--- config.mk ---
export PLATFORM = sky130hd
export DESIGN_NAME = fir_lowpass_17tap_unit
export DESIGN_NICKNAME = d
export VERILOG_FILES = /design/src/rtl/fir17_pkg.sv /design/src/rtl/fir17_cell.sv /design/src/rtl/fir17_out_stage.sv /design/src/rtl/fir_lowpass_17tap_unit.sv
export SDC_FILE = /design/constraint.sdc
export NUM_CORES = 2
export LEC_CHECK = 0
export BUFFER_PORTS_ARGS = -buffer_cell sky130_fd_sc_hd__buf_2
export CORE_MARGIN = 2
export CORE_UTILIZATION = 37
export DETAILED_ROUTE_END_ITERATION = 16
export PLACE_DENSITY = 0.51
export SETUP_SLACK_MARGIN = 0.15
export SLEW_MARGIN = 0
export SYNTH_ARGS = -nofsm -noshare
export SYNTH_HDL_FRONTEND = slang
export SYNTH_SLANG_ARGS = --single-unit
--- constraint.sdc ---
create_clock -name clk_i -period 7.25 [get_ports clk_i]
set_input_delay 1.0875 -clock clk_i [delete_from_list [all_inputs] [get_ports clk_i]]
set_output_delay 1.0875 -clock clk_i [all_outputs]
set_load 0.01 [all_outputs]
--- src/rtl/fir17_pkg.sv ---
// Shared types, sizes and fixed-point coefficients of the 17-tap low-pass FIR.
`timescale 1ns / 1ps
package fir17_pkg;

  localparam int TAP_COUNT      = 17;
  localparam int COEF_FRAC_BITS = 15;
  localparam int SAMPLE_W       = 16;
  localparam int COEF_W         = COEF_FRAC_BITS + 1;
  localparam int PROD_W         = SAMPLE_W + COEF_W;
  localparam int ACC_W          = PROD_W + $clog2(TAP_COUNT);

  typedef logic signed [SAMPLE_W-1:0] sample_t;
  typedef logic signed [COEF_W-1:0]   coef_t;
  typedef logic signed [PROD_W-1:0]   prod_t;
  typedef logic signed [ACC_W-1:0]    acc_t;

  // design taps in millionths, index k weights x[n-k]
  localparam int CoefMicro [TAP_COUNT] = '{
    -2102, 519, 14189, 10317, -37919, -60378, 63665, 299972, 425000,
    299972, 63665, -60378, -37919, 10317, 14189, 519, -2102
  };

  // round to nearest, ties away from zero
  function automatic coef_t coef_fixed(input int k);
    longint m;
    longint mag;
    longint scaled;
    m      = longint'(CoefMicro[k]);
    mag    = (m < 0) ? -m : m;
    scaled = ((mag <<< COEF_FRAC_BITS) + 64'sd500000) / 64'sd1000000;
    return (m < 0) ? coef_t'(-scaled) : coef_t'(scaled);
  endfunction

endpackage

--- src/rtl/fir17_cell.sv ---
// One tap of the transposed FIR chain: multiply-add into a partial-sum register.
`timescale 1ns / 1ps
module fir17_cell (
  input  logic             clk_i,
  input  logic             rst_ni,
  input  logic             en_i,
  input  fir17_pkg::sample_t sample_i,
  input  fir17_pkg::coef_t   coef_i,
  input  fir17_pkg::acc_t    sum_i,
  output fir17_pkg::acc_t    sum_o
);
  import fir17_pkg::*;

  prod_t prod;
  acc_t  sum_d;
  acc_t  sum_q;

  assign prod  = prod_t'(sample_i) * prod_t'(coef_i);
  assign sum_d = ACC_W'(prod) + sum_i;
  assign sum_o = sum_q;

  always_ff @(posedge clk_i or negedge rst_ni) begin
    if (!rst_ni) begin
      sum_q <= '0;
    end else if (en_i) begin
      sum_q <= sum_d;
    end
  end

endmodule

--- src/rtl/fir17_out_stage.sv ---
// Output stage: scale by 2^-COEF_FRAC_BITS toward zero, saturate, hold for transfer.
`timescale 1ns / 1ps
module fir17_out_stage (
  input  logic               clk_i,
  input  logic               rst_ni,
  input  logic               valid_i,
  output logic               ready_o,
  input  fir17_pkg::acc_t    acc_i,
  output logic               valid_o,
  input  logic               ready_i,
  output fir17_pkg::sample_t sample_o
);
  import fir17_pkg::*;

  localparam acc_t RoundBias = acc_t'((64'sd1 <<< COEF_FRAC_BITS) - 64'sd1);
  localparam acc_t SatMax    = acc_t'(32767);
  localparam acc_t SatMin    = acc_t'(-32768);

  acc_t    biased;
  acc_t    quot;
  sample_t sat;
  logic    load;
  logic    valid_d, valid_q;
  sample_t data_q;

  assign biased = acc_i[ACC_W-1] ? (acc_i + RoundBias) : acc_i;
  assign quot   = biased >>> COEF_FRAC_BITS;

  always_comb begin
    if (quot > SatMax) begin
      sat = sample_t'(SatMax);
    end else if (quot < SatMin) begin
      sat = sample_t'(SatMin);
    end else begin
      sat = quot[SAMPLE_W-1:0];
    end
  end

  assign ready_o  = !valid_q || ready_i;
  assign load     = valid_i && ready_o;
  assign valid_d  = load ? 1'b1 : (ready_i ? 1'b0 : valid_q);
  assign valid_o  = valid_q;
  assign sample_o = data_q;

  always_ff @(posedge clk_i or negedge rst_ni) begin
    if (!rst_ni) begin
      valid_q <= 1'b0;
    end else begin
      valid_q <= valid_d;
    end
  end

  always_ff @(posedge clk_i) begin
    if (load) begin
      data_q <= sat;
    end
  end

endmodule

--- src/rtl/fir_lowpass_17tap_unit.sv ---
// Top level of the symmetric 17-tap low-pass FIR with a stream interface.
`timescale 1ns / 1ps
// Symmetric 17-tap low-pass FIR (3.4 kHz cutoff at 16 kHz) in transposed form.
// One sample is taken per clock while the output side keeps up; each transfer
// moves a row of 17 multiply-add cells one step, so the rate is set by that
// single multiply and add per cell. A taken sample's result is held in the
// chain's partial-sum register, then in the scale-and-saturate register,
// waiting in either while the output stalls. Coefficients are Q1.15, the sum
// is exact, and the output is the sum shifted right by 15 with truncation
// toward zero, saturated to 16 bits. Reset clears the filter history.
module fir_lowpass_17tap_unit (
  input  logic        clk_i,
  input  logic        rst_ni,
  input  logic        s_axis_tvalid,
  output logic        s_axis_tready,
  input  logic [15:0] s_axis_tdata,   // [15:0] sample_in
  output logic        m_axis_tvalid,
  input  logic        m_axis_tready,
  output logic [15:0] m_axis_tdata    // [15:0] sample_out
);
  import fir17_pkg::*;

  sample_t sample;
  acc_t    sum [TAP_COUNT+1];
  logic    accept;
  logic    stg_ready;
  logic    acc_valid_d, acc_valid_q;
  sample_t sample_out;

  assign sample         = sample_t'(s_axis_tdata);
  assign sum[TAP_COUNT] = '0;
  assign s_axis_tready  = !acc_valid_q || stg_ready;
  assign accept         = s_axis_tvalid && s_axis_tready;
  assign acc_valid_d    = accept ? 1'b1 : (stg_ready ? 1'b0 : acc_valid_q);

  for (genvar k = 0; k < TAP_COUNT; k++) begin : g_tap
    localparam coef_t CoefK = coef_fixed(k);
    fir17_cell u_cell (
      .clk_i    (clk_i),
      .rst_ni   (rst_ni),
      .en_i     (accept),
      .sample_i (sample),
      .coef_i   (CoefK),
      .sum_i    (sum[k+1]),
      .sum_o    (sum[k])
    );
  end

  always_ff @(posedge clk_i or negedge rst_ni) begin
    if (!rst_ni) begin
      acc_valid_q <= 1'b0;
    end else begin
      acc_valid_q <= acc_valid_d;
    end
  end

  fir17_out_stage u_out (
    .clk_i    (clk_i),
    .rst_ni   (rst_ni),
    .valid_i  (acc_valid_q),
    .ready_o  (stg_ready),
    .acc_i    (sum[0]),
    .valid_o  (m_axis_tvalid),
    .ready_i  (m_axis_tready),
    .sample_o (sample_out)
  );

  assign m_axis_tdata = 16'(sample_out);

`ifndef SYNTHESIS
  a_accept_fills: assert property (@(posedge clk_i) disable iff (!rst_ni)
    accept |=> acc_valid_q)
    else $error("accepted sample did not reach the sum register");

  a_acc_hold: assert property (@(posedge clk_i) disable iff (!rst_ni)
    (acc_valid_q && !stg_ready) |=> (acc_valid_q && $stable(sum[0])))
    else $error("pending sum lost or changed while output stalled");

  a_empty_ready: assert property (@(posedge clk_i) disable iff (!rst_ni)
    (!acc_valid_q && !m_axis_tvalid) |-> s_axis_tready)
    else $error("empty pipeline refuses input");

  a_chain_hold: assert property (@(posedge clk_i) disable iff (!rst_ni)
    !accept |=> $stable(sum[TAP_COUNT-1]))
    else $error("filter history moved without a transfer");
`endif

endmodule
==> results.tsv <==
stage	metric	value	unit
sta	Worst-Margin Slew	1.16	ns
outcome	failing checks	negative setup slack	
min_path	Worst Hold Class	primary input to async pin	
clocking	Clock Sinks	622	
logic_synthesis	Mapped Nets	9806	
detailed_routing	# DRC	0	
logic_synthesis	Post-Syn Area per Cell	8.63	um2
setup_path	CP arrival	8.08	ns
global_route	gr ovfl total	0	
global_route	initial antenna violation count	7	
logic_synthesis	number of distinct library cells after synthesis	83	
detailed_routing	Avg WL per Cell	20.4	um
logic_synthesis	most frequent cell after synthesis	ha_1	
sta	final setup vio count	16	
floorplanning	Die H	444	um
floorplanning	I/O pin total	38	
sta	Clock Skew	0.0484	ns
cells_and_area	Final Util	51.2	%
sta	post-route clock period utilization	103	%
logic_synthesis	number of flops mapped to enable cells by yosys	16	
cells_and_area	fin cells	12892	
clocking	CTS tree	done	
sta	post-route setup slack	-0.210	ns
clocking	CTS Buf Count	86	
setup_path	worst r2r dst	g_tap[0].u_cell.sum_o[36]	
floorplanning	Initial Util	37.2	%
cells_and_area	layout cells sized above 1	29.1	%
clocking	CTS clk-pin slew, worst paths	0.06	ns
place	GP Congestion	1.00	
global_route	largest net degree at the start of global routing	218	
cells_and_area	Layout area overhead	37.6	%
floorplanning	total core area	192000	um2
floorplanning	Rows	161	
place	Inst Count DP	12596	
logic_synthesis	sequential element share of the synthesized area	21.9	%
global_route	first-pass GRT wire length	400	mm
logic_synthesis	Yosys top cell area share	21.2	%
clocking	depth of the CTS H-tree	3	
setup_path	Setup crit end kind	register	
place	Port Buffer Count	37	
outcome	status	finished, violations left	
logic_synthesis	cell area after synthesis	71500	um2
logic_synthesis	Area contributors post-synth	dfrtp_1 21%, ha_1 19%, fa_1 11%, o21ai_0 5.6%, nand2_1 5.1%	
clocking	Root Buffer Master	clkbuf_16	
detailed_routing	final WL	263	mm
cells_and_area	fillers	18261	
floorplanning	Die X	444	um
detailed_routing	initial DRC count	4181	
logic_synthesis	area leader, netlist	dfrtp_1	
global_route	GRT Util Overall	26.4	%
setup_path	slowest CP cell	fa_1	
logic_synthesis	Post-Synthesis Cells	8289	
logic_synthesis	Syn. warnings	0	
setup_path	CP max FO	6	
detailed_routing	Avg Vias per Cell	5.18	
detailed_routing	DR pass1 iterations	6	
clocking	CTS Buffer Depth	3	
setup_path	Critical Path Start Type	primary input	
floorplanning	total die area	197000	um2
sta	fmax	134	MHz
sta	RSZ-0062 raised after global routing	yes	
detailed_routing	antenna-violating nets left	0	
detailed_routing	via count	66746	
sta	Final Slew Violations	0	
flow_run	Max-cap violations	0	
sta	post-route minimum period	7.46	ns
global_route	vias in the first global route	66639	
setup_path	Crit path largest cell delay	0.56	ns
logic_synthesis	Top FF cell, synth	dfrtp_1	
logic_synthesis	Post-synth ARST share	97.4	%
sta	Fin. Hold Viols	0	
setup_path	data required time at the worst endpoint	7.87	ns
logic_synthesis	Seq cells post-synth	622	
sta	Rel. slew slack	22.6	%
logic_synthesis	Post-synth top cells	1097 x ha_1, 974 x nand2_1, 901 x inv_1	
place	DP HPWL	218	mm
setup_path	FF-to-FF setup slack	3.03	ns
setup_path	Reg-to-Reg Start	g_tap[1].u_cell.sum_o[0]	
clocking	insertion delay to the later sink of the worst-skew pair	0.75	ns
setup_path	R2R depth	13	
cells_and_area	nets@finish	11812	
setup_path	critical path class	primary input to register	
==> through the flow <==
| step | hold WS (ns) | TNS, ns | setup WS [ns] | instance area (um2) |
|---|---|---|---|---|
| after detailed placement | 0.455 | -166.15 | -1.33 | 89800 |
| final | 0.355 | -1.15 | -0.210 | 98400 |
| after global placement | 0.449 | -161.44 | -1.45 | 89800 |
| after CTS | 0.399 | -1.62 | -0.305 | 95400 |
| after floorplan | 0.439 | -4.29 | -0.883 | 72500 |
| after global routing | 0.416 | -8.62 | -0.418 | 98400 |
==> registers in the layout, summed over array words and instances (netlist names) <==
signal              cells
g_tap.u_cell.sum_o    604
u_out.sample_o         16
u_out.valid_o           1
acc_valid_q             1
==> cell families (layout without fill, tap and decap cells) <==
kind of cell	after synthesis	count (layout)	share of synthesized area [%]
flip-flops	622	622	21.9
adder cells (fa/ha/maj)	1497	1497	30.4
other	0	1	0
XOR/XNOR	676	676	8.42
multiplexers	29	29	0.443
AO/OA/AOI/OAI	2345	2345	20.1
AND/OR/NAND/NOR	2056	2056	13.1
buffers and inverters	1064	3140	5.58
==> how the worst max path moves through the flow <==
stage | startpoint | to | slack [ns] | depth (start not counted)
floorplan | s_axis_tdata[1] | g_tap[0].u_cell.sum_o[36] | -0.88 | 28
detailed placement | s_axis_tdata[2] | g_tap[8].u_cell.sum_o[35] | -1.33 | 32
CTS | s_axis_tdata[1] | g_tap[0].u_cell.sum_o[36] | -0.31 | 31
global placement | s_axis_tdata[2] | g_tap[8].u_cell.sum_o[35] | -1.45 | 32
finish | s_axis_tdata[1] | g_tap[0].u_cell.sum_o[36] | -0.21 | 31
global route | s_axis_tdata[10] | g_tap[9].u_cell.sum_o[36] | -0.42 | 37
==> worst max-delay path, delay by kind of cell <==
family	cells	cell delay [ns]
muxes	1	0.26
buffers and inverters	6	0.57
adders and majority gates	6	2.28
AOI/OAI and AO/OA	14	2.71
and+or+nand+nor	2	0.56
xor gates and xnor gates	2	0.59
==> layer usage <==
metal  GRT usage [%]  up-vias  part of all wire (%)  wire, um
li1                -    32830                     -         -
met5               0        -                     0         0
met3            3.56      250                   5.2     13600
met4            6.21        0                   2.4      6250
met1            37.5    32472                    47    124000
met2            42.2     1194                    45    119000
==> final cells by class <==
type	count	area [um2]	area share, %
Multi-Input combinational cell	6603	56900	57.9
Timing Repair Buffer	2080	16300	16.5
Sequential cell	622	15600	15.9
Inverter	902	3440	3.49
Tap cell	2526	3160	3.21
Clock buffer	110	2350	2.39
Clock inverter	48	616	0.625
Antenna cell	1	2.50	0.00254
==> placed cells by master, fill, tap and decap left out, types with 283 or more instances in the layout <==
master   instances
a21o_1         283
a21oi_1        460
buf_4         1951
dfrtp_1        606
fa_1           387
ha_1           951
inv_1          839
nand2_1        958
nor2_1         326
o21ai_0        666
xnor2_1        345
==> what timing repair did <==
item / 4_1_cts / 5_1_grt
buffers inserted: 70 / 67
pin swaps: 228 / 370
setup endpoints to repair: 131 / 155
hold buffers: 0 / 0
gates resized for setup: 413 / 510
Power is left out: the tool's default activity adds up to more than one toggle a clock period on the data nets, which glitch-free logic cannot reach.
